--- src/rtl/cvpi_pkg.sv ---
// Shared constants, types and the CORDIC angle table of the cone volume point test.
package cvpi_pkg;

   // default geometry of the coordinate words
   localparam int CVPI_COORD_BITS = 32;
   localparam int CVPI_FRAC_BITS  = 16;

   // CORDIC datapath: vector normalized to bit 59, angle in Q6.30
   localparam int CORD_W     = 64;
   localparam int NORM_W     = 60;
   localparam int NORM_STEPS = 6;
   localparam int ANG_W      = 36;
   localparam int ANG_FRAC   = 30;
   localparam int CORDIC_N   = 31;

   typedef logic signed [CORD_W-1:0] cord_type;
   typedef logic        [NORM_W-1:0] norm_type;
   typedef logic signed [ANG_W-1:0]  ang_type;

   // pi in Q6.30, rounded
   localparam ang_type PI_Q30 = 36'sd3373259426;

   // register index codes
   localparam int CSR_IDX_W = 4;
   localparam logic [CSR_IDX_W-1:0] REG_HALF_LENGTH_Z = 4'd0;
   localparam logic [CSR_IDX_W-1:0] REG_PHI_LOW       = 4'd1;
   localparam logic [CSR_IDX_W-1:0] REG_PHI_HIGH      = 4'd2;
   localparam logic [CSR_IDX_W-1:0] REG_FULL_CIRCLE   = 4'd3;
   localparam logic [CSR_IDX_W-1:0] REG_INNER_TAN     = 4'd4;
   localparam logic [CSR_IDX_W-1:0] REG_INNER_LEVEL   = 4'd5;
   localparam logic [CSR_IDX_W-1:0] REG_OUTER_TAN     = 4'd6;
   localparam logic [CSR_IDX_W-1:0] REG_OUTER_LEVEL   = 4'd7;

   // register reset values
   localparam int HALF_LENGTH_Z_RST = 65536;
   localparam int PHI_LOW_RST       = -205887;
   localparam int PHI_HIGH_RST      = 205887;
   localparam int INNER_LEVEL_RST   = 0;
   localparam int OUTER_LEVEL_RST   = 65536;

   // atan(2^-idx) in Q6.30, rounded; beyond idx 10 it equals 2^-idx
   function automatic ang_type cvpi_atan(input int idx);
      ang_type v;
      case (idx)
         0:  v = 36'sd843314857;
         1:  v = 36'sd497837829;
         2:  v = 36'sd263043837;
         3:  v = 36'sd133525159;
         4:  v = 36'sd67021687;
         5:  v = 36'sd33543516;
         6:  v = 36'sd16775851;
         7:  v = 36'sd8388437;
         8:  v = 36'sd4194283;
         9:  v = 36'sd2097149;
         10: v = 36'sd1048576;
         default: v = ang_type'(ANG_W'(1) << (ANG_FRAC - idx));
      endcase
      return v;
   endfunction

endpackage

--- src/rtl/cvpi_norm_cell.sv ---
// One step of the normalizing shifter that brings the larger vector leg up to bit 59.
module cvpi_norm_cell #(
   parameter int SHIFT  = 1,
   parameter int SIDE_W = 1
) (
   input  logic               clock,
   input  logic               reset,
   input  logic               en,
   input  logic               up_valid,
   input  cvpi_pkg::norm_type up_ax,
   input  cvpi_pkg::norm_type up_ay,
   input  cvpi_pkg::norm_type up_mag,
   input  logic [SIDE_W-1:0]  up_side,
   output logic               dn_valid,
   output cvpi_pkg::norm_type dn_ax,
   output cvpi_pkg::norm_type dn_ay,
   output cvpi_pkg::norm_type dn_mag,
   output logic [SIDE_W-1:0]  dn_side
);
   import cvpi_pkg::*;

   logic              valid_ff;
   norm_type          ax_ff, ax_in;
   norm_type          ay_ff, ay_in;
   norm_type          mag_ff, mag_in;
   logic [SIDE_W-1:0] side_ff;
   logic              go;

   // shift when the magnitude stays below 2^NORM_W afterwards
   assign go     = up_mag[NORM_W-1 -: SHIFT] == '0;
   assign ax_in  = go ? (up_ax << SHIFT) : up_ax;
   assign ay_in  = go ? (up_ay << SHIFT) : up_ay;
   assign mag_in = go ? (up_mag << SHIFT) : up_mag;

   // advance the valid flag
   always_ff @(posedge clock) begin
      if (reset) begin
         valid_ff <= 1'b0;
      end else if (en) begin
         valid_ff <= up_valid;
      end
   end

   // advance the payload
   always_ff @(posedge clock) begin
      if (en) begin
         ax_ff   <= ax_in;
         ay_ff   <= ay_in;
         mag_ff  <= mag_in;
         side_ff <= up_side;
      end
   end

   assign dn_valid = valid_ff;
   assign dn_ax    = ax_ff;
   assign dn_ay    = ay_ff;
   assign dn_mag   = mag_ff;
   assign dn_side  = side_ff;
endmodule

--- config.mk ---
export PLATFORM = sky130hd
export DESIGN_NAME = cvpi_norm_cell
export DESIGN_NICKNAME = d
export VERILOG_FILES = /design/src/rtl/cvpi_pkg.sv /design/src/rtl/cvpi_norm_cell.sv
export SDC_FILE = /design/constraint.sdc
export NUM_CORES = 1
export LEC_CHECK = 0
export ABC_AREA = 1
export BUFFER_PORTS_ARGS = -buffer_cell sky130_fd_sc_hd__buf_2
export CORE_MARGIN = 2
export CORE_UTILIZATION = 40
export CTS_BUF_LIST = sky130_fd_sc_hd__clkbuf_8
export CTS_CLUSTER_DIAMETER = 50
export DETAILED_ROUTE_END_ITERATION = 16
export PLACE_DENSITY = 0.72
export SYNTH_ARGS = -nofsm -noshare
export SYNTH_HDL_FRONTEND = slang
export SYNTH_SLANG_ARGS = --single-unit
--- constraint.sdc ---
create_clock -name clock -period 1.3 [get_ports clock]
set_clock_uncertainty 0.1 [all_clocks]
set_input_delay 0 -clock clock [delete_from_list [all_inputs] [get_ports clock]]
set_output_delay 0 -clock clock [all_outputs]
set_load 0.03 [all_outputs]
* After elaboration in Yosys (flattened, before gate mapping)
Cells that the tools add are included.
W data, S select, Z words.
** Storage, ports and cells
- Register bits :: 182
- Bits of input ports :: 185
- Output and inout port bits :: 182
- Word-level logic and storage cells :: 12
** Operators by class
- Multiplexer cells :: 3
** Operators with widths (number)
- $mux W60 :: 2
- $mux W59 :: 1

* Logic depth before layout (Yosys ltp)
- Word-level depth :: 1
- Depth in mapped cells :: 6
- Depth with buffers taken out :: 4

* Worst setup path before layout
OpenSTA, ideal clock, no wires.
- Path type :: input to register
- From :: input up_mag[59]
- To :: register mag_ff[59], in the netlist dn_mag[59] (data pin)
- Setup time :: 0.262 ns
- Arrival time :: 0.580 ns
- Data required time :: 0.938 ns
- Slack :: 0.358 ns
- Stages on the path :: 3
- Buffers on the path :: 2
- Cells stage by stage :: buf_4 -> buf_2 -> or2_2
** RTL lines
- start, declared :: line cvpi_norm_cell.sv:12 : input cvpi_pkg::norm_type up_mag,
- end signal, assigned :: line cvpi_norm_cell.sv:49 : mag_ff <= mag_in;
- end, declared :: line cvpi_norm_cell.sv:25 : norm_type mag_ff, mag_in;
No word-level cell between the ends.

* Worst setup path after layout
- From :: input up_ay[28]
- To :: register ay_ff[29], in the netlist dn_ay[29] (data pin)
** Between the ends
- Longest elaborated chain between the ends :: 1
** Ends and longest elaborated chain
- start, declared :: line cvpi_norm_cell.sv:11 : input cvpi_pkg::norm_type up_ay,
- $mux W60 :: line cvpi_norm_cell.sv:32 : assign ay_in = go ? (up_ay << SHIFT) : up_ay;
- net ay_in[29] :: line cvpi_norm_cell.sv:24 : norm_type ay_ff, ay_in;
- end signal, assigned :: line cvpi_norm_cell.sv:48 : ay_ff <= ay_in;
- end, declared :: line cvpi_norm_cell.sv:24
The timed path passes the listed nets, and every way through them passes these cells.
A chain may end at the register's enable or synchronous reset.

==> run metrics <==
Die Ht 144 microns; CTS tree done; # DRC 0; final setup vio count 1; ANT nets after route 0; CTS Buffer Depth 2; Crit path required time 1410 ps; post-synthesis cell area 7790 sq um; Root Driver clkbuf_8; GP Congestion 0.873; Syn Area/Cell 10.3 sq um; DIE AREA 20600 sq um; Synth Instances 759; syn_nets 944; measured slew at the worst slew-check pin 576 ps; Die X 144 microns; port bufs 366; Cell Rows 51; Post-CTS Resized 0; worst skew pair latency 460 ps; smallest hold slack -217 ps; min Tclk post-route 1320 ps; hold_sp en; count of cell types in the netlist 12; drt initial violations 637; violated checks negative hold slack, negative setup slack; IO Pins 367; power density over cell area 1170 nW/um^2; critical path class input port to flip-flop; clock-pin transition on the worst setup and hold timing paths 100 ps; vias in the first global route 7865; top layer used by detailed routing met4; fmax 0.758 GHz; CP Launch Point up_ay[28]; FF-to-FF Start dn_valid; gr ovfl total 0; Area Overhead vs Synth 66.8%; global-route wire length before repair 38500 microns; dpl cell area 9880 sq um; Setup WS post-layout -19.9 ps; fraction of layout cells with a size suffix above 1 29.5%; Metal-1 WL 9380 microns; Final nets 1572; wire per inst 15.6 microns; vias per cell 4.69; Core Area 19300 sq um; Final Cycle Share 102%; post-synthesis sequential area ratio 70.0%; final hold viol count 17; CP Launch Type input port; TritonCTS Buffers 17; CP Capture Type flip-flop; Relative slew margins 61.4%; GR Util All Layers 24.3%; dpl hpwl 14600 microns; yosys warns 0; Max Slew Vio Count 0; cell area after layout 13000 sq um; max_cap viols 0; status finished, violations left; met3 WL post-DR 2110 microns; H-tree levels 4; RSZ-0062 raised after global routing false; critical path arrival 1430 ps; final wirelength 26000 microns; largest net degree at the start of global routing 82; met2 wire length 13500 microns; Max IR drop VDD 0.810 mV; Final Total Pwr 0.0152 W; initial core utilization 40.4%; Hold Crit Class input port to flip-flop; CP Max Fanout 2; routed via count 7827; CTS sink count 182; initial antenna violation count 1; drt pass-1 iters 5; #FFs+latches synth 182; Leak 6.28 nW
-- cells in the mapped netlist --
library cell | count | area [sq um]
buf_2 | 7 | 35.0
buf_4 | 16 | 120
nand2_1 | 517 | 1940
buf_6 | 12 | 135
inv_4 | 1 | 6.26
clkbuf_1 | 4 | 15.0
or2_2 | 1 | 6.26
edfxtp_1 | 181 | 5440
inv_1 | 9 | 33.8
o21ai_0 | 8 | 40.0
nor2_1 | 2 | 7.51
dfxtp_1 | 1 | 20.0
-- repair_timing --
action / 4_1_cts / 5_1_grt
hold endpoints to repair: 264 / 32
endpoints found under the setup margin: 0 / 21
hold buffers: 267 / 3
setup buffers: 0 / 0
-- layer usage --
metal / vias to the layer above / GRT usage, %
met5: - / 0
met2: 456 / 44.2
met4: 0 / 11.8
li1: 3705 / -
met3: 77 / 6.20
met1: 3589 / 26.2
-- layout by cell type (no fill, tap or decap) --
cell type,n
buf_12,8
buf_2,363
buf_4,9
clkinv_2,1
nand2_1,517
clkbuf_8,17
edfxtp_1,181
clkinvlp_4,2
diode_2,4
bufinv_16,4
o21ai_0,8
dlygate4sd3_1,267
inv_6,6
or2_2,1
nor2_1,2
inv_8,1
inv_1,11
dfxtp_1,1
buf_6,1
-- through the flow --
stage | utilization [%] | hold slack, ps | setup TNS, ps | setup WS (ps) | instances
global placement | 51.3 | 81.6 | 0 | 222 | 1367
global route | 67.4 | -249 | 0 | 3.99 | 1666
CTS | 67.4 | -244 | 0 | 9.32 | 1666
floorplan | - | -1.13 | 0 | 358 | 759
detailed placement | 51.3 | 81.5 | 0 | 227 | 1367
finish | 67.5 | -217 | -19.9 | -19.9 | 1669
-- worst max-delay path, cell delays in order --
cell           delay [ps]
dlygate4sd3_1         550
buf_2                 150
nand2_1                80
nand2_1                70
dlygate4sd3_1         580
-- report_power, final --
group,internal [W],switching [W],total (W)
Clock,0.00212,0.00219,0.00431
Sequential,0.00708,0.000144,0.00722
Combinational,0.00141,0.00221,0.00362
-- kinds of logic (layout without fill, tap and decap cells) --
family / after synthesis / in the layout / share of synthesized area, %
AND/OR/NAND/NOR: 520 / 520 / 25.1
flip-flops: 182 / 182 / 70.0
buffers and inverters: 49 / 690 / 4.43
AO/OA/AOI/OAI: 8 / 8 / 0.514
other: 0 / 4 / 0
-- sequential cells by signal, indices dropped and copies added (netlist names) --
register	flops
dn_mag	60
dn_side	1
dn_ax	60
dn_valid	1
dn_ay	60
-- area by class of cell --
cell class,instances,area (sq um)
diodes,4,10.0
fillers,1363,6270
clock buffers,17,234
well taps,265,332
flip-flops and latches,182,5460
clock inverters,15,203
repair buffers,648,4730
multi-input cells,528,1990
inverters,10,42.5
-- path summary, 6_finish.rpt --
path / endpoint / slack, ps / depth (start not counted)
min reg2reg: dn_valid / 410 / 2
min: dn_ay[43] / -220 / 1
max: dn_ay[29] / -20 / 5
max reg2reg: dn_valid / 620 / 2
Note: power is estimated with default switching activity, not from simulation.
