$ cat config.mk
export PLATFORM = sky130hd
export DESIGN_NAME = cvpi_sqrt_cell
export DESIGN_NICKNAME = d
export VERILOG_FILES = /design/src/rtl/cvpi_sqrt_cell.sv
export SDC_FILE = /design/constraint.sdc
export NUM_CORES = 1
export LEC_CHECK = 0
export ABC_AREA = 1
export BUFFER_PORTS_ARGS = -buffer_cell sky130_fd_sc_hd__clkbuf_2
export CORE_MARGIN = 2
export CORE_UTILIZATION = 55
export DETAILED_ROUTE_END_ITERATION = 8
export HOLD_SLACK_MARGIN = 0.12
export PLACE_DENSITY = 0.83
export SLEW_MARGIN = 30
export SYNTH_ARGS = -nofsm -noshare
export SYNTH_HDL_FRONTEND = slang
export SYNTH_SLANG_ARGS = --single-unit
$ cat constraint.sdc
create_clock -name clock -period 3.2 [get_ports clock]
set_clock_uncertainty 0.2 [all_clocks]
set_input_delay 0.64 -clock clock [delete_from_list [all_inputs] [get_ports clock]]
set_output_delay 0.64 -clock clock [all_outputs]
set_load 0.01 [all_outputs]
$ cat src/rtl/cvpi_sqrt_cell.sv
// One bit of the restoring integer square root, registered.
module cvpi_sqrt_cell #(
   parameter int W      = 32,
   parameter int BIT    = 0,
   parameter int SIDE_W = 1
) (
   input  logic              clock,
   input  logic              reset,
   input  logic              en,
   input  logic              up_valid,
   input  logic [2*W-1:0]    up_rem,
   input  logic [W-1:0]      up_root,
   input  logic [SIDE_W-1:0] up_side,
   output logic              dn_valid,
   output logic [2*W-1:0]    dn_rem,
   output logic [W-1:0]      dn_root,
   output logic [SIDE_W-1:0] dn_side
);
   logic              valid_ff;
   logic [2*W-1:0]    rem_ff, rem_in;
   logic [W-1:0]      root_ff, root_in;
   logic [SIDE_W-1:0] side_ff;
   logic [2*W:0]      trial;
   logic              take;

   // try setting this root bit: (r + 2^b)^2 - r^2 = r*2^(b+1) + 2^(2b)
   assign trial   = ((2*W+1)'(up_root) << (BIT + 1)) + ((2*W+1)'(1) << (2 * BIT));
   assign take    = (2*W+1)'(up_rem) >= trial;
   assign rem_in  = take ? (up_rem - trial[2*W-1:0]) : up_rem;
   assign root_in = take ? (up_root | (W'(1) << BIT)) : up_root;

   // advance the valid flag
   always_ff @(posedge clock) begin
      if (reset) begin
         valid_ff <= 1'b0;
      end else if (en) begin
         valid_ff <= up_valid;
      end
   end

   // advance the payload
   always_ff @(posedge clock) begin
      if (en) begin
         rem_ff  <= rem_in;
         root_ff <= root_in;
         side_ff <= up_side;
      end
   end

   assign dn_valid = valid_ff;
   assign dn_rem   = rem_ff;
   assign dn_root  = root_ff;
   assign dn_side  = side_ff;
endmodule

* Word level (Yosys, flattened, before mapping)
Cells that the tools add are included.
** Storage, ports and cells
- Flip-flop bits (word level) :: 98
- Bits of input ports :: 101
** Operators by class
- $add $sub $neg :: 2
- Magnitude comparators :: 1
- Mux-type cells :: 1
** Operators with widths (count)
- 64-bit by 34-bit >= comparator with 1-bit output :: 1
- 64-bit 2-to-1 mux :: 1
- 64-bit by 34-bit subtractor with 64-bit output :: 1
- 33-bit by 1-bit adder with 34-bit output (second input constant) :: 1

* Longest topological paths before layout
Gate-level depths: netlist of run 1.
- Depth after elaboration :: 3
- Depth in mapped cells :: 19
- Depth with buffers taken out :: 17

* Worst setup path after synthesis of run 1
No wires, ideal clock.
- Path type :: input port to flip-flop
- Start :: in up_root[0]
- End :: reg rem_ff[10] (netlist: dn_rem[10]), data pin
- Arrival :: 2.271 ns
- Setup slack :: 0.464 ns
- Stages :: 15
- Path buffers :: 1
- Path through :: inv_1 fa_1 nand3_1 nand3_2 nand2_1 nand2_2 nand2_1 nand2_2 nand2_1 nand2_2 nand2_2 nand2_4 inv_2 clkbuf_1 o21ai_1
** On the way
- Cells in the longest elaborated chain, start to end :: 3
- Elaborated cells between the ends (all ways) :: 4
** Ends and longest elaborated chain
- start: declaration :: RTL line 12 : input logic [W-1:0] up_root,
- 33-bit by 1-bit adder with 34-bit output (*) :: RTL line 27 : assign trial = ((2*W+1)'(up_root) << (BIT + 1)) + ((2*W+1)'(1) << (2 * BIT));
- 64-bit by 34-bit subtractor with 64-bit output or 64-bit by 34-bit >= comparator with 1-bit output (tied branches) :: RTL line 29, 28
- 64-bit 2-to-1 mux (*) :: RTL line 29 : assign rem_in = take ? (up_rem - trial[2*W-1:0]) : up_rem;
- named net rem_in[10] :: RTL line 20 : logic [2*W-1:0] rem_ff, rem_in;
- end signal: assignment :: RTL line 44 : rem_ff <= rem_in;
- end: declaration :: RTL line 20
Mark *: on every way through the listed nets, which the timed path passes. The rest lies on a longest branch.
A chain may end at the register's enable or synchronous reset.

* Worst setup path after layout of run 1
- Start :: in up_root[0]
- End :: reg rem_ff[13] (netlist: dn_rem[13]), data pin
Same word-level chain as after synthesis.

==> flow_summary.yaml, run 1 <==
yosys:
  yosys.area_share.simple_pct: 33.8
  synth_top_family_by_area: "simple AND/OR/NAND/NOR gates"
  synthTopCellsByArea: "edfxtp_1 38%, nand2_1 21%, inv_1 10%, nor2_1 5.7%, ha_1 5.3%"
  synth_warnings: 0
  yosysSeqAreaShare_pct: 37.9
  synth_compound_area_share_pct: 7.37
  ys_seq_elements: 98
  synthAdderAreaFrac_pct: 5.60
  synthDistinctLibCells: 32
  synth_area_leader_cell: "edfxtp_1"
  yosysTopAreaCellShare_pct: 37.6
  avgSynthCellArea_sq_um: 6.89
  syn_area_sq_um: 7740
  syn-num-nets: 1258
  synth_xor_area_share_pct: 3.40
  synthMuxAreaShare_pct: 0.129
  synthCells: 1123
global_routing:
  antenna_found_initial: 0
  met1_usage_pct: 43.8
  grt_util_met2_pct: 51.9
  overflow: 0
  grt_usage_pct: 31.6
  grt_pass1_wl_mm: 36.2
  busiest_layer: "met2"
  grt_max_degree: 42
  met3_usage_pct: 3.81
  grt_pass1_vias: 7220
pwr:
  p_leak_uw: 0.00482
  p_per_area_nw_per_um2: 404
  ir_drop_mv: 0.258
timing:
  setup_viol: 0
  holdWs_ns: 0.227
  min_period_over_period_pct: 86.6
  rsz0062_at_grt: "no"
  finalMaxSlewViolations: 0
  relSlewSlack_pct: 67.5
  setup_tns_ns: 0
  clock.fmax_mhz: 361
  worst_pin_slew_ns: 0.484
  layout_min_cycle_time_ns: 2.77
  final-hold-violation-count: 0
placed_design:
  place.gp.congestion: 0.984
  portBuffers: 198
  hpwl_mm: 19.2
cts:
  clkSinkCount: 98
  root_buffer: "clkbuf_16"
  clock_latency_ns: 0.36
  cts_max_level: 3
  cts_inserted_buffers: 9
  cts_tree: "yes"
  path_clk_slew_ns: 0.08
  clockBufferDepth: 2
  holdBufCountCts: 0
  post_cts_buffers: 0
  cts_resized: 0
worst_setup_path:
  end_kind: "flip-flop"
  critPathMaxFanout: 38
  cp-start-kind: "input pin"
  critical_path_class: "input pin to flip-flop"
  critPathRequiredTime_ns: 3.12
  cp.arrival_ns: 2.69
die:
  dieHeight_um: 123
  core_sq_um: 13800
  num_rows: 43
  die-area_sq_um: 15000
  start_util_pct: 56.0
  io-pin-count: 199
  dieWidth_um: 123
finish:
  final_nets: 1467
  drive_gt1_share_pct: 21.3
  num_antenna_cells: 0
  syn_to_final_growth_pct: 19.6
job:
  drv_cap: 0
drt:
  avgRoutedWirePerCell_um: 15.4
  totalWireLength_mm: 23.4
  drc_errors: 0
  via_per_inst: 5.21
  vias: 7902
  ant_nets: 0
  firstDrtPassIters: 5
  drt-initial-drc-count: 671
worst_hold_path:
  hp-class: "input pin to flip-flop"
run_status:
  status: "finished clean"
[synthesized netlist by cell type, drive strengths merged]
library cell    n
a21o            2
a21oi          50
buf             9
clkbuf          1
dfxtp           1
edfxtp         97
fa              1
ha             33
inv           216
mux2i           1
nand2         443
nand3          52
nand3b          2
nand4           8
nor2          126
nor3           18
o21a            1
o21ai          28
o21bai          2
or2             2
xnor2          21
xor2            9
[path summary, 6_finish.rpt]
check                  start    endpoint  slack (ns)  cells after the start
setup / recovery  up_root[0]  dn_rem[13]        0.43                     16
hold / removal         reset    dn_valid        0.23                      2
setup reg to reg    dn_valid    dn_valid        2.42                      2
hold reg to reg     dn_valid    dn_valid        0.31                      2
[cells by family after synthesis]
logic type | after synthesis
flops | 98
fa+ha+maj | 34
mux | 1
simple gates | 651
compound gates | 83
buf+inv | 226
xor+xnor | 30
[sequential cells by signal, summed over array words and instances (netlist names)]
| register | count |
|---|---|
| dn_rem | 64 |
| dn_valid | 1 |
| dn_side | 1 |
| dn_root | 32 |
[placed cells by master, fill, tap and decap left out, drive strengths merged, types with 8 or more instances in the layout]
cell	synthesis	routed
nand2	443	443
inv	216	220
clkbuf	1	206
nor2	126	126
edfxtp	97	97
nand3	52	52
a21oi	50	50
ha	33	33
o21ai	28	28
xnor2	21	21
nor3	18	18
buf	9	11
xor2	9	9
nand4	8	8
[worst max-delay path, stage by stage]
cell	delay (ns)
clkbuf_2	0.08
inv_1	0.08
fa_1	0.48
nand3_1	0.13
nand3_2	0.13
nand2_1	0.11
nand2_2	0.07
nand2_1	0.08
nand2_2	0.11
nand2_1	0.09
nand2_2	0.07
nand2_2	0.10
nand2_4	0.05
inv_2	0.11
buf_12	0.23
o21ai_1	0.09
[metal layers]
| metal | wire length (um) | up-vias |
|---|---|---|
| met5 | 0 | - |
| met4 | 539 | 0 |
| met3 | 1820 | 42 |
| met2 | 10800 | 366 |
| met1 | 10200 | 3594 |
| li1 | - | 3900 |
[cell type report]
class,instances,area (sq um)
Fill cell,1195,4570
Multi-Input combinational cell,799,3890
Sequential cell,98,2930
Timing Repair Buffer,208,1110
Inverter,216,811
Clock buffer,9,225
Tap cell,180,225
Clock inverter,7,58.8
[power by group]
group | leakage (uW) | internal, uW | switching (uW) | total, uW
clock | 0.000139 | 542 | 543 | 1090
sequential | 0.000958 | 1580 | 40.6 | 1620
combinational | 0.00373 | 377 | 653 | 1030
[metrics by stage]
stage               cell area [sq um]  util (%)  worst slack [ns]  total power [uW]  std cells
floorplan                        7740         -             0.464              2250       1123
global placement                 8970      64.9             0.155              2640       1501
detailed placement               8970      64.9            0.0752              2660       1501
CTS                              9250      66.9             0.453              3740       1517
global route                     9250      66.9             0.304              3900       1517
finish                           9250      66.9             0.428              3740       1517
Note: power is estimated with default switching activity, not from simulation.
==> run 2: changes to the inputs <==
--- a/config.mk
+++ b/config.mk
@@ -12,6 +12,7 @@
 export DETAILED_ROUTE_END_ITERATION = 8
 export HOLD_SLACK_MARGIN = 0.12
 export PLACE_DENSITY = 0.83
+export RECOVER_POWER = 50
 export SLEW_MARGIN = 30
 export SYNTH_ARGS = -nofsm -noshare
 export SYNTH_HDL_FRONTEND = slang
==> run 2 against run 1 <==
Die area is the same. Total power shrank 0.15%. Sequential share of layout area grew 0.27 points. Worst setup slack lost 0.12 ns. Global-route usage is the same. Final cell count is the same. Count of clock-buffer cells in the layout is the same. Clock power is essentially flat. Critical path type unchanged.
==> flow_summary.yaml, run 2 (synthesis gave the netlist of run 1 again) <==
run_status:
  status: "finished clean"
timing:
  worst_pin_slew_ns: 1.39
  rsz0062_at_grt: "no"
  setup_viol: 0
  setup_tns_ns: 0
  min_period_over_period_pct: 90.2
  setup_ws_ns: 0.313
  layout_min_cycle_time_ns: 2.89
  final-hold-violation-count: 0
  relSlewSlack_pct: 7.10
  clock.fmax_mhz: 346
  finalMaxSlewViolations: 0
finish:
  largest_reg_flops: 64
  drive_gt1_share_pct: 18.0
  num_antenna_cells: 0
  layout_commonest_cell: "nand2_1"
  final_nets: 1467
  final_cell_mix: "435 x nand2_1, 213 x inv_1, 156 x clkbuf_2"
  syn_to_final_growth_pct: 18.6
worst_setup_path:
  critPathMaxFanout: 41
  crit_path_top_delay_cell: "clkbuf_1"
  critical_path_class: "input pin to flip-flop"
  slowest_delay_ns: 0.99
  r2r-end: "dn_valid"
  critPathRequiredTime_ns: 2.98
  path_depth: 2
  cp-start-kind: "input pin"
  path_cells: "clkbuf_1 > buf_2"
  end_kind: "flip-flop"
  cp_top_family: "buffers and inverters"
  endpoint: "dn_rem[33]"
  cp-startpoint: "en"
  r2r_start: "dn_valid"
  cp.arrival_ns: 2.67
  critPathBufInv: 2
  rrSetupSlack_ns: 2.41
  reg2reg_depth: 2
global_routing:
  overflow: 0
  grt_pass1_vias: 7220
  grt_max_degree: 42
  antenna_found_initial: 0
  grt_pass1_wl_mm: 36.2
  grt_usage_pct: 31.6
placed_design:
  portBuffers: 198
  hpwl_mm: 19.2
  place.gp.congestion: 0.984
  pre_cts_ws_ns: 0.0752
drt:
  drc_errors: 0
  totalWireLength_mm: 23.5
  vias: 7946
  drt-initial-drc-count: 713
  via_per_inst: 5.24
  avgRoutedWirePerCell_um: 15.5
  firstDrtPassIters: 6
  ant_nets: 0
cts:
  clockBufferDepth: 2
  root_buffer: "clkbuf_16"
  clkSinkCount: 98
  cts_inserted_buffers: 9
  clock_latency_ns: 0.36
  holdBufCountCts: 0
  cts_tree: "yes"
  cts_resized: 0
  path_clk_slew_ns: 0.07
  cts_max_level: 3
  post_cts_buffers: 0
die:
  die-area_sq_um: 15000
  dieHeight_um: 123
  num_rows: 43
  start_util_pct: 56.0
  io-pin-count: 199
  core_sq_um: 13800
  dieWidth_um: 123
pwr:
  p_per_area_nw_per_um2: 407
  p_leak_uw: 0.00468
  netSwitchingPower_uw: 1240
  power_uw: 3730
  seqPwrFrac_pct: 43.5
  swShare_pct: 33.3
  ir_drop_mv: 0.258
  cell_internal_pwr_uw: 2490
  pwr-share-comb_pct: 27.3
  clkPwrFrac_pct: 29.2
job:
  drv_cap: 0
worst_hold_path:
  hp-class: "input pin to flip-flop"
  min_from: "reset"
run 2: cell count changes in the layout (fill, tap and decap cells not counted):
cell / change
clkbuf_1: +44
clkbuf_2: -41
buf_4: -3
buf_12: -1
buf_2: +1
run 2: per-layer routing:
layer	global-route usage, %	vias to the layer above	wire (um)
li1	-	3903	-
met1	43.8	3625	10200
met2	51.9	376	10800
met3	3.81	42	1930
met4	9.48	0	603
met5	0	-	0
run 2: worst register-to-register path, cell delays in order, from the launching register on:
cell and delay [ns]:
dfxtp_1 0.31, mux2i_1 0.12, nor2_1 0.06
run 2: worst min path at each step:
stage | to | cells after the start | slack, ns
global route | dn_valid | 2 | 0.26
global placement | dn_valid | 2 | 0.27
finish | dn_valid | 2 | 0.23
CTS | dn_valid | 2 | 0.23
detailed placement | dn_valid | 2 | 0.30
floorplan | dn_valid | 2 | 0.33
run 2: layout make-up:
type | count | area [sq um]
clock buffers | 9 | 225
clock inverters | 7 | 58.8
fillers | 1226 | 4650
inverters | 216 | 811
multi-input cells | 799 | 3890
flip-flops and latches | 98 | 2930
well taps | 180 | 225
repair buffers | 208 | 1030
run 2: per-stage QoR:
stage                     std cells  area, sq um  hold WS, ns  util, %
after floorplan                1123         7740        0.328        -
after CTS                      1517         9250        0.231     66.9
after global placement         1501         8970        0.274     64.9
final                          1517         9180        0.230     66.4
after detailed placement       1501         8970        0.302     64.9
after global routing           1517         9180        0.256     66.4
run 2: power by group through the flow:
stage / clock (uW) / sequential, uW / combinational, uW
floorplan: 0 / 1720 / 521
global placement: 0 / 1650 / 992
detailed placement: 0 / 1650 / 1010
CTS: 1100 / 1630 / 1020
global route: 1130 / 1640 / 1120
finish: 1090 / 1620 / 1020
