**config.mk**
```make
export PLATFORM = sky130hd
export DESIGN_NAME = cvpi_cordic_cell
export DESIGN_NICKNAME = d
export VERILOG_FILES = /design/src/rtl/cvpi_pkg.sv /design/src/rtl/cvpi_cordic_cell.sv
export SDC_FILE = /design/constraint.sdc
export NUM_CORES = 1
export LEC_CHECK = 0
export BUFFER_PORTS_ARGS = -buffer_cell sky130_fd_sc_hd__buf_4
export CAP_MARGIN = 20
export CELL_PAD_IN_SITES_DETAIL_PLACEMENT = 0
export CELL_PAD_IN_SITES_GLOBAL_PLACEMENT = 1
export CORE_ASPECT_RATIO = 1.4
export CORE_MARGIN = 1
export CORE_UTILIZATION = 39
export DETAILED_ROUTE_END_ITERATION = 12
export HOLD_SLACK_MARGIN = 0.15
export PLACE_DENSITY = 0.9
export SETUP_SLACK_MARGIN = 0.15
export SLEW_MARGIN = 25
export SYNTH_ARGS = -nofsm -noshare
export SYNTH_HDL_FRONTEND = slang
export SYNTH_SLANG_ARGS = --single-unit
export TNS_END_PERCENT = 1
```
**constraint.sdc**
```tcl
create_clock -name clock -period 4 [get_ports clock]
set_input_delay 0.8 -clock clock [delete_from_list [all_inputs] [get_ports clock]]
set_output_delay 0.8 -clock clock [all_outputs]
set_load 0.01 [all_outputs]
```
**src/rtl/cvpi_pkg.sv**
```systemverilog
// Shared constants, types and the CORDIC angle table of the cone volume point test.
package cvpi_pkg;

   // default geometry of the coordinate words
   localparam int CVPI_COORD_BITS = 32;
   localparam int CVPI_FRAC_BITS  = 16;

   // CORDIC datapath: vector normalized to bit 59, angle in Q6.30
   localparam int CORD_W     = 64;
   localparam int NORM_W     = 60;
   localparam int NORM_STEPS = 6;
   localparam int ANG_W      = 36;
   localparam int ANG_FRAC   = 30;
   localparam int CORDIC_N   = 31;

   typedef logic signed [CORD_W-1:0] cord_type;
   typedef logic        [NORM_W-1:0] norm_type;
   typedef logic signed [ANG_W-1:0]  ang_type;

   // pi in Q6.30, rounded
   localparam ang_type PI_Q30 = 36'sd3373259426;

   // register index codes
   localparam int CSR_IDX_W = 4;
   localparam logic [CSR_IDX_W-1:0] REG_HALF_LENGTH_Z = 4'd0;
   localparam logic [CSR_IDX_W-1:0] REG_PHI_LOW       = 4'd1;
   localparam logic [CSR_IDX_W-1:0] REG_PHI_HIGH      = 4'd2;
   localparam logic [CSR_IDX_W-1:0] REG_FULL_CIRCLE   = 4'd3;
   localparam logic [CSR_IDX_W-1:0] REG_INNER_TAN     = 4'd4;
   localparam logic [CSR_IDX_W-1:0] REG_INNER_LEVEL   = 4'd5;
   localparam logic [CSR_IDX_W-1:0] REG_OUTER_TAN     = 4'd6;
   localparam logic [CSR_IDX_W-1:0] REG_OUTER_LEVEL   = 4'd7;

   // register reset values
   localparam int HALF_LENGTH_Z_RST = 65536;
   localparam int PHI_LOW_RST       = -205887;
   localparam int PHI_HIGH_RST      = 205887;
   localparam int INNER_LEVEL_RST   = 0;
   localparam int OUTER_LEVEL_RST   = 65536;

   // atan(2^-idx) in Q6.30, rounded; beyond idx 10 it equals 2^-idx
   function automatic ang_type cvpi_atan(input int idx);
      ang_type v;
      case (idx)
         0:  v = 36'sd843314857;
         1:  v = 36'sd497837829;
         2:  v = 36'sd263043837;
         3:  v = 36'sd133525159;
         4:  v = 36'sd67021687;
         5:  v = 36'sd33543516;
         6:  v = 36'sd16775851;
         7:  v = 36'sd8388437;
         8:  v = 36'sd4194283;
         9:  v = 36'sd2097149;
         10: v = 36'sd1048576;
         default: v = ang_type'(ANG_W'(1) << (ANG_FRAC - idx));
      endcase
      return v;
   endfunction

endpackage

```
**src/rtl/cvpi_cordic_cell.sv**
```systemverilog
// One vectoring CORDIC micro-rotation, registered.
module cvpi_cordic_cell #(
   parameter int IDX    = 0,
   parameter int SIDE_W = 1
) (
   input  logic               clock,
   input  logic               reset,
   input  logic               en,
   input  logic               up_valid,
   input  cvpi_pkg::cord_type up_cx,
   input  cvpi_pkg::cord_type up_cy,
   input  cvpi_pkg::ang_type  up_ang,
   input  logic [SIDE_W-1:0]  up_side,
   output logic               dn_valid,
   output cvpi_pkg::cord_type dn_cx,
   output cvpi_pkg::cord_type dn_cy,
   output cvpi_pkg::ang_type  dn_ang,
   output logic [SIDE_W-1:0]  dn_side
);
   import cvpi_pkg::*;

   localparam ang_type STEP = cvpi_atan(IDX);

   logic              valid_ff;
   cord_type          cx_ff, cx_in;
   cord_type          cy_ff, cy_in;
   ang_type           ang_ff, ang_in;
   logic [SIDE_W-1:0] side_ff;
   cord_type          dx;
   cord_type          dy;
   logic              pos;

   // rotate toward the x axis
   assign dx     = up_cy >>> IDX;
   assign dy     = up_cx >>> IDX;
   assign pos    = !up_cy[CORD_W-1];
   assign cx_in  = pos ? (up_cx + dx) : (up_cx - dx);
   assign cy_in  = pos ? (up_cy - dy) : (up_cy + dy);
   assign ang_in = pos ? (up_ang + STEP) : (up_ang - STEP);

   // advance the valid flag
   always_ff @(posedge clock) begin
      if (reset) begin
         valid_ff <= 1'b0;
      end else if (en) begin
         valid_ff <= up_valid;
      end
   end

   // advance the payload
   always_ff @(posedge clock) begin
      if (en) begin
         cx_ff   <= cx_in;
         cy_ff   <= cy_in;
         ang_ff  <= ang_in;
         side_ff <= up_side;
      end
   end

   assign dn_valid = valid_ff;
   assign dn_cx    = cx_ff;
   assign dn_cy    = cy_ff;
   assign dn_ang   = ang_ff;
   assign dn_side  = side_ff;
endmodule

```
After elaboration in Yosys (flattened, before gate mapping)
Cells that the tools add are included.

Add/sub/neg operators: 5. Mux-type cells: 3.

Operators by type and width (number): $mux W64 (2); $sub A64 B64 Y64 (2); $add A64 B64 Y64 (1); $add A36 B31 Y36 const B (1); $mux W36 (1); $sub A36 B31 Y36 const B (1).

Register bits after elaboration: 166. Bits of input ports: 169. Output and inout bits: 166. Word-level logic and storage cells: 13.

Depth between registers and ports, before layout
Gate-level depths: netlist (run 1).

Depth after elaboration: 2. Gate-level depth with buffers: 15. Depth with buffers taken out: 14.

Least setup slack after synthesis (run 1)
Ideal clock, no wire load.

Kind: input to register. Start: input up_cy[63]. End: register ang_ff[33], in the netlist dn_ang[33], data pin. Setup time: 0.269 ns. Arrival: 4.097 ns. Slack: -0.366 ns. Cell stages on the path: 14. Cell sequence: inv_2 > clkbuf_1 > ha_1 > and2_1 > o21ai_0 > o31ai_1 > o41a_1 > a31o_2 > a221o_1 > a21oi_1 > o21ai_1 > a32oi_1 > o31ai_1 > xor2_1.

Cells in the longest elaborated chain, start to end: 1.

Ends and longest elaborated chain: start: declaration (RTL line cvpi_cordic_cell.sv:11) `input cvpi_pkg::cord_type up_cy,`; $mux W36 (RTL line cvpi_cordic_cell.sv:39) `assign ang_in = pos ? (up_ang + STEP) : (up_ang - STEP);`; named net ang_in[33] (RTL line cvpi_cordic_cell.sv:27) `ang_type ang_ff, ang_in;`; end signal: assignment (RTL line cvpi_cordic_cell.sv:55) `ang_ff <= ang_in;`; end: declaration (RTL line cvpi_cordic_cell.sv:27).

The timed path passes the listed nets, and every way through them passes these cells. A chain may end at the register's enable or synchronous reset.

Final worst setup path (run 1)
Start: input up_cx[1]. End: register cy_ff[61], in the netlist dn_cy[61], data pin.

Cells in the longest elaborated chain, start to end: 2. Elaborated cells on any way between the ends: 3. Classes of those cells: add/sub (2); mux (1).

Ends and longest elaborated chain: start: declaration (RTL line cvpi_cordic_cell.sv:10) `input cvpi_pkg::cord_type up_cx,`; $sub A64 B64 Y64 / $add A64 B64 Y64 (equally long branches) (RTL line cvpi_cordic_cell.sv:38) `assign cy_in = pos ? (up_cy - dy) : (up_cy + dy);`; $mux W64 (*) (RTL line cvpi_cordic_cell.sv:38); named net cy_in[61] (RTL line cvpi_cordic_cell.sv:26) `cord_type cy_ff, cy_in;`; end signal: assignment (RTL line cvpi_cordic_cell.sv:54) `cy_ff <= cy_in;`; end: declaration (RTL line cvpi_cordic_cell.sv:26).

Mark *: on every way through the listed nets, which the timed path passes. The rest lies on a longest branch.

==> results of run 1 <==
cells in the final DEF, fill, tap and decap left out, drive strengths merged, types with 6 or more instances in the layout:
cell type,netlist,final
a211oi,17,17
nand2,142,142
a31o,6,6
clkinv,3,9
nor3,49,49
buf,31,810
nand3,44,44
a21oi,322,322
nand4,43,43
a221oi,12,12
xor2,20,20
ha,224,224
xnor2,130,130
or2,8,8
inv,219,223
o21a,27,27
o21ai,171,171
o211ai,18,18
edfxtp,164,164
and2,9,9
nor2b,36,36
a21o,57,57
a31oi,24,24
mux2i,36,36
nand2b,27,27
a21boi,10,10
o31a,6,6
nor4,33,33
o311ai,7,7
nor2,193,193
o21bai,64,64
o41ai,6,6
o31ai,27,27
clkbuf,64,19
a311oi,8,8
and3,14,14
kinds of logic after synthesis:
group	after synthesis
compound gates	840
simple gates	612
buf+inv	317
fa+ha+maj	228
flops	165
xor+xnor	150
mux	37
synthesized netlist by cell type (6+ instances only):
master / n
a21oi_1: 321
ha_1: 224
inv_1: 218
nor2_1: 192
o21ai_0: 168
edfxtp_1: 164
nand2_1: 142
xnor2_1: 130
clkbuf_1: 64
o21bai_1: 64
a21o_1: 56
nor3_1: 49
nand3_1: 44
nand4_1: 43
mux2i_1: 36
nor2b_1: 35
nor4_1: 33
nand2b_1: 27
o21a_1: 27
o31ai_1: 26
a31oi_1: 23
xor2_1: 20
a211oi_1: 17
o211ai_1: 17
buf_2: 16
and3_1: 14
a221oi_1: 11
buf_1: 11
a21boi_0: 9
and2_1: 8
or2_2: 8
a311oi_1: 7
a31o_2: 6
o31a_1: 6
o41ai_1: 6
worst max-delay path, stage by stage:
cell	delay [ps]
buf_4	110
buf_4	150
ha_1	210
or2_2	270
o211ai_1	230
buf_4	170
a31oi_1	170
o211ai_1	270
buf_4	180
nand4_1	210
a32o_2	400
a21bo_2	240
a21oi_1	260
o31a_1	180
mux2i_1	80
xnor2_1	160
worst paths after layout:
check	from	end	slack [ps]	cells past startpoint
min	reset	dn_valid$_SDFFE_PP0P_	470	2
min reg2reg	dn_valid$_SDFFE_PP0P_	dn_valid$_SDFFE_PP0P_	540	2
max reg2reg	dn_valid$_SDFFE_PP0P_	dn_valid$_SDFFE_PP0P_	3390	2
max	up_cx[1]	dn_cy[61]$_DFFE_PP_	100	16
cell type report:
class | count | area [sq um] | area share [%]
clock buffers | 19 | 432.9 | 1.657
well taps | 630 | 788.3 | 3.017
diodes | 1 | 2.502 | 0.009578
clock inverters | 13 | 145.1 | 0.5555
repair buffers | 810 | 6138 | 23.49
multi-input cells | 1867 | 12840 | 49.15
inverters | 222 | 833.3 | 3.189
flip-flops and latches | 165 | 4945 | 18.93
what timing repair did:
| action | 4_1_cts | 5_1_grt |
|---|---|---|
| pin swaps | 0 | 3 |
| setup endpoints to repair | 12 | 43 |
| setup buffers | 0 | 1 |
| resized for setup | 2 | 25 |
| hold buffers | 0 | 0 |
power groups by stage:
| stage | combinational (mW) | clock, mW | sequential (mW) |
|---|---|---|---|
| 2_1_floorplan | 1.77 | 0 | 2.58 |
| 3_5_place_dp | 3.87 | 0 | 2.47 |
| 5_1_grt | 4.24 | 1.78 | 2.47 |
| 6_report | 3.96 | 1.70 | 2.45 |
| 3_3_place_gp | 3.83 | 0 | 2.48 |
| 4_1_cts | 3.89 | 1.74 | 2.44 |
metrics by stage:
step | TNS, ps | setup slack [ps]
floorplan | 0 | 181.8
global placement | -13060 | -416.3
detailed placement | -14300 | -479.2
CTS | 0 | 49.58
global route | 0 | 41.58
finish | 0 | 103.3
per-layer routing:
layer	wire length, microns	global-route usage, %	vias up
li1	-	-	9981
met1	28820	33.39	10028
met2	40550	57.92	914
met3	4140	3.900	269
met4	5964	22.83	2
met5	13	0	-
sequential cells by signal, summed over array words and instances, names as in the netlist:
signal	flops
dn_cx	64
dn_cy	63
dn_ang	36
dn_side	1
dn_valid	1
==> flow_metrics.tcl, run 1 <==
set metrics [dict create \
    firstDrtPassIters 6 \
    yosys.cell_types.count 88 \
    grt_start_max_net_pins 89 \
    grt_pass1_wl_mm 120.6 \
    grt_antenna_before_repair 2 \
    swShare_pct 38.66 \
    seqPwrFrac_pct 30.2 \
    dp_hpwl_mm 66.25 \
    die_height_microns 262.5 \
    fmax_ghz 0.2566 \
    ys_seq_area_share_pct 26.15 \
    vias 21194 \
    fin_crit_sh_pct 97.42 \
    cts.clk_slew.worst_paths_ps 70 \
    synth_top_family_by_area "compound AO/OA/AOI/OAI gates" \
    grt_setup_unrepaired "yes" \
    power_density_mw_per_mm2 310.3 \
    cts.root.buffer_cell "clkbuf_16" \
    design_area_sq_mm 0.02613 \
    maxCapViolCount 0 \
    maxSlewHeadroom_pct 31.23 \
    fin_util_pct 54.54 \
    dp_cells 3693 \
    crit_path_max_fanout 4 \
    critical_path_required_ps 4210 \
    port-buffer-count 334 \
    arrival_ps 4110 \
    max-vdd-ir-drop_uv 335.8 \
    n_fill_cell 4574 \
    core-area_sq_mm 0.04790 \
    async_reset_ff_share_pct 0 \
    yosysTopAreaCell "edfxtp_1" \
    synth_edf_count 164 \
    clkPwrFrac_pct 21.0 \
    wl_per_cell_microns 21.33 \
    hp-class "primary input to flop" \
    synth.area.top_cells "edfxtp_1 26%, ha_1 15%, a21oi_1 8.5%, xnor2_1 6.0%, o21ai_0 4.4%" \
    status "finished, final reports clean" \
    routabilityCongestion 1.137 \
    clockBufferDepth 2 \
    num_rows 95 \
    endpoint_kind "flop" \
    cts_made_buffers 17 \
    post_dp_cell_area_sq_mm 0.02543 \
    finalSetupViolCount 0 \
    synthXorXnorAreaFrac_pct 6.948 \
    startpoint_type "primary input" \
    synth_compound_area_share_pct 27.82 \
    die_width_microns 188.1 \
    cts_tree "yes" \
    routed_via_density 5.687 \
    syn_avg_cell_area_sq_um 8.049 \
    clock_skew_ps 0 \
    layout_min_cycle_time_ps 3897 \
    ctsHtreeMaxLevel 4 \
    synth_fp_nets 2746 \
    tightest_slew_ps 1032 \
    drc 0 \
    maxSlewViolCount 0 \
    hold_violations 0 \
    power.internal_mw 4.973 \
    ys_seq_elements 165 \
    grt_util_all_layers_pct 31.77 \
    grt_pass1_vias 21793 \
    detail-route-antenna-nets 0 \
    worstSkewPairLatency_ps 480 \
    synthMuxAreaShare_pct 1.965 \
    drtIter0Drc 1627 \
    ios 335 \
    drive_gt1_share_pct 28.78 \
    finalPower_mw 8.108 \
    synth-simple-area-share_pct 15.37 \
    yosys_warnings 0 \
    synth_cells 2349 \
    grt.overflow.total 0 \
    nNetsFinal 3480 \
    synth_area_sq_mm 0.01891 \
    synth_top_cell_area_share_pct 26.05 \
    crit_type "primary input to flop" \
    p_comb_share_pct 48.9 \
    whs_ps 474.6 \
    area_growth_pct 38.18 \
    drt-total-wl_mm 79.49 \
    final_cells 3727 \
    die_area_sq_mm 0.04938 \
    p_leak_nw 12.13 \
    clock-sinks 165 \
    start_util_pct 39.47 \
    synthAdderAreaFrac_pct 15.25 \
    synthFlopType "edfxtp_1" \
    p_sw_mw 3.135 \
]
No activity file was read; power rests on OpenSTA's default activity.
==> inputs of run 2 (changes only) <==
--- a/config.mk
+++ b/config.mk
@@ -10,7 +10,7 @@
 export CELL_PAD_IN_SITES_DETAIL_PLACEMENT = 0
 export CELL_PAD_IN_SITES_GLOBAL_PLACEMENT = 1
 export CORE_ASPECT_RATIO = 1.4
-export CORE_MARGIN = 1
+export CORE_MARGIN = 2
 export CORE_UTILIZATION = 39
 export DETAILED_ROUTE_END_ITERATION = 12
 export HOLD_SLACK_MARGIN = 0.15
==> constraint.sdc (replaced) <==
create_clock -name clock -period 3.4 [get_ports clock]
set_input_delay 0.68 -clock clock [delete_from_list [all_inputs] [get_ports clock]]
set_output_delay 0.68 -clock clock [all_outputs]
set_load 0.01 [all_outputs]
==> flow_metrics.tcl, run 2 (same netlist as run 1, synthesis figures left out) <==
set metrics [dict create \
    status "finished, final reports clean" \
    p_comb_share_pct 52.4 \
    swShare_pct 38.96 \
    cts_made_buffers 17 \
    post-place-ws_ps -1022 \
    max-vdd-ir-drop_uv 368.2 \
    power_density_mw_per_mm2 349.0 \
    maxCapViolCount 0 \
    grt_busiest_layer "met2" \
    holdBufCountCts 0 \
    clock_skew_ps 0 \
    routed_via_density 5.585 \
    final_common_cell "buf_4" \
    final_cells 4053 \
    dp_hpwl_mm 71.84 \
    vias 22635 \
    hp-class "primary input to flop" \
    area_growth_pct 58.48 \
    diodes 0 \
    endpoint_kind "flop" \
    grt_pass1_wl_mm 130.6 \
    ios 335 \
    dp_cells 3988 \
    drt-total-wl_mm 87.93 \
    crit_path_max_fanout 5 \
    grt.overflow.total 0 \
    power.internal_mw 6.384 \
    ctsHtreeMaxLevel 4 \
    grt_pass1_vias 23352 \
    cts_tree "yes" \
    hold_violations 0 \
    grt_setup_unrepaired "yes" \
    drtIter0Drc 1582 \
    grt_antenna_before_repair 1 \
    drc 0 \
    clock-sinks 165 \
    die_height_microns 264.5 \
    cts.root.buffer_cell "clkbuf_16" \
    nNetsFinal 3807 \
    startpoint_type "primary input" \
    finalSetupViolCount 0 \
    fmax_ghz 0.2942 \
    worstSkewPairLatency_ps 450 \
    die_area_sq_mm 0.05028 \
    arrival_ps 3630 \
    num_rows 95 \
    wl_per_cell_microns 21.69 \
    grtUsageMet3_pct 4.144 \
    clkPwrFrac_pct 20.2 \
    tightest_slew_ps 942.4 \
    grtUsageMet2_pct 63.41 \
    fin_crit_sh_pct 99.96 \
    cts.clk_slew.worst_paths_ps 90 \
    routabilityCongestion 1.022 \
    port-buffer-count 334 \
    grt_start_max_net_pins 157 \
    n_fill_cell 4153 \
    whs_ps 373.9 \
    core-area_sq_mm 0.04790 \
    critical_path_required_ps 3630 \
    grt_util_all_layers_pct 33.88 \
    seqPwrFrac_pct 27.4 \
    most-common-layout-cells "1103 x buf_4, 277 x a21oi_1, 202 x inv_1" \
    setup_ws_ps 1.313 \
    layout_min_cycle_time_ps 3399 \
    p_sw_mw 4.075 \
    crit_type "primary input to flop" \
    maxSlewViolCount 0 \
    largest_reg_flops 64 \
    drive_gt1_share_pct 41.02 \
    clockBufferDepth 2 \
    p_leak_nw 13.90 \
    detail-route-antenna-nets 0 \
    use_met1_pct 34.86 \
    die_width_microns 190.1 \
    firstDrtPassIters 5 \
    start_util_pct 39.47 \
    maxSlewHeadroom_pct 37.17 \
]
run 2: changes by cell type in the layout (fill, tap and decap cells not counted), sizes merged:
| cell | previous run | this run |
|---|---|---|
| clkinv | 9 | 10 |
| clkbuf | 19 | 17 |
| diode | 1 | 0 |
| buf | 810 | 1137 |
| clkinvlp | 2 | 0 |
| inv | 223 | 226 |
run 2: power groups by stage:
stage | logic, mW | registers [mW] | clock network [mW]
global route | 5.83 | 2.89 | 2.19
detailed placement | 5.02 | 2.90 | 0
floorplan | 2.10 | 3.03 | 0
CTS | 5.19 | 2.87 | 2.13
finish | 5.48 | 2.87 | 2.11
global placement | 4.94 | 2.91 | 0
run 2: area by class of cell:
| type | instances | area [sq um] | share of cell area, % |
|---|---|---|---|
| Clock buffer | 17 | 425.4 | 1.420 |
| Clock inverter | 15 | 182.7 | 0.6096 |
| Inverter | 222 | 855.8 | 2.856 |
| Multi-Input combinational cell | 1867 | 14060 | 46.94 |
| Sequential cell | 165 | 4945 | 16.50 |
| Tap cell | 630 | 788.3 | 2.630 |
| Timing Repair Buffer | 1137 | 8705 | 29.05 |
run 2: worst paths after layout:
path                          from  cells past startpoint  slack (ps)                     to
max                       up_cy[3]                     13           1    dn_cx[51]$_DFFE_PP_
min                          reset                      2         370  dn_valid$_SDFFE_PP0P_
max reg2reg  dn_valid$_SDFFE_PP0P_                      2        2780  dn_valid$_SDFFE_PP0P_
min reg2reg  dn_valid$_SDFFE_PP0P_                      2         550  dn_valid$_SDFFE_PP0P_
run 2: worst max-delay path, stage by stage:
cell	delay (ps)
buf_4	120
ha_2	390
buf_4	140
nand3_1	80
o211ai_1	400
and4_4	330
o311ai_4	110
and2_4	190
buf_4	130
o41a_1	500
o21ai_2	230
mux2i_1	130
xnor2_1	190
run 2: repair_timing:
| action | in CTS | in global routing |
|---|---|---|
| pin swaps | 53 | 107 |
| buffers inserted | 10 | 23 |
| endpoints found under the setup margin | 83 | 85 |
| endpoints found under the hold margin | 0 | 0 |
| gates resized for setup | 141 | 177 |
run 2: metal layers:
| layer | up-vias | wire, microns |
|---|---|---|
| li1 | 10646 | - |
| met2 | 922 | 45470 |
| met5 | - | 13 |
| met3 | 318 | 4242 |
| met4 | 2 | 7029 |
| met1 | 10747 | 31180 |
run 2: stage by stage:
| stage | total power, mW | instance area [sq um] | utilization (%) | TNS, ps |
|---|---|---|---|---|
| after global placement | 7.853 | 27690 | 57.80 | -50470 |
| final | 10.46 | 29970 | 62.56 | 0 |
| after global routing | 10.91 | 29970 | 62.56 | -118.4 |
| after detailed placement | 7.922 | 27690 | 57.80 | -55520 |
| after CTS | 10.18 | 29030 | 60.60 | 0 |
| after floorplan | 5.133 | 18990 | - | -351.8 |
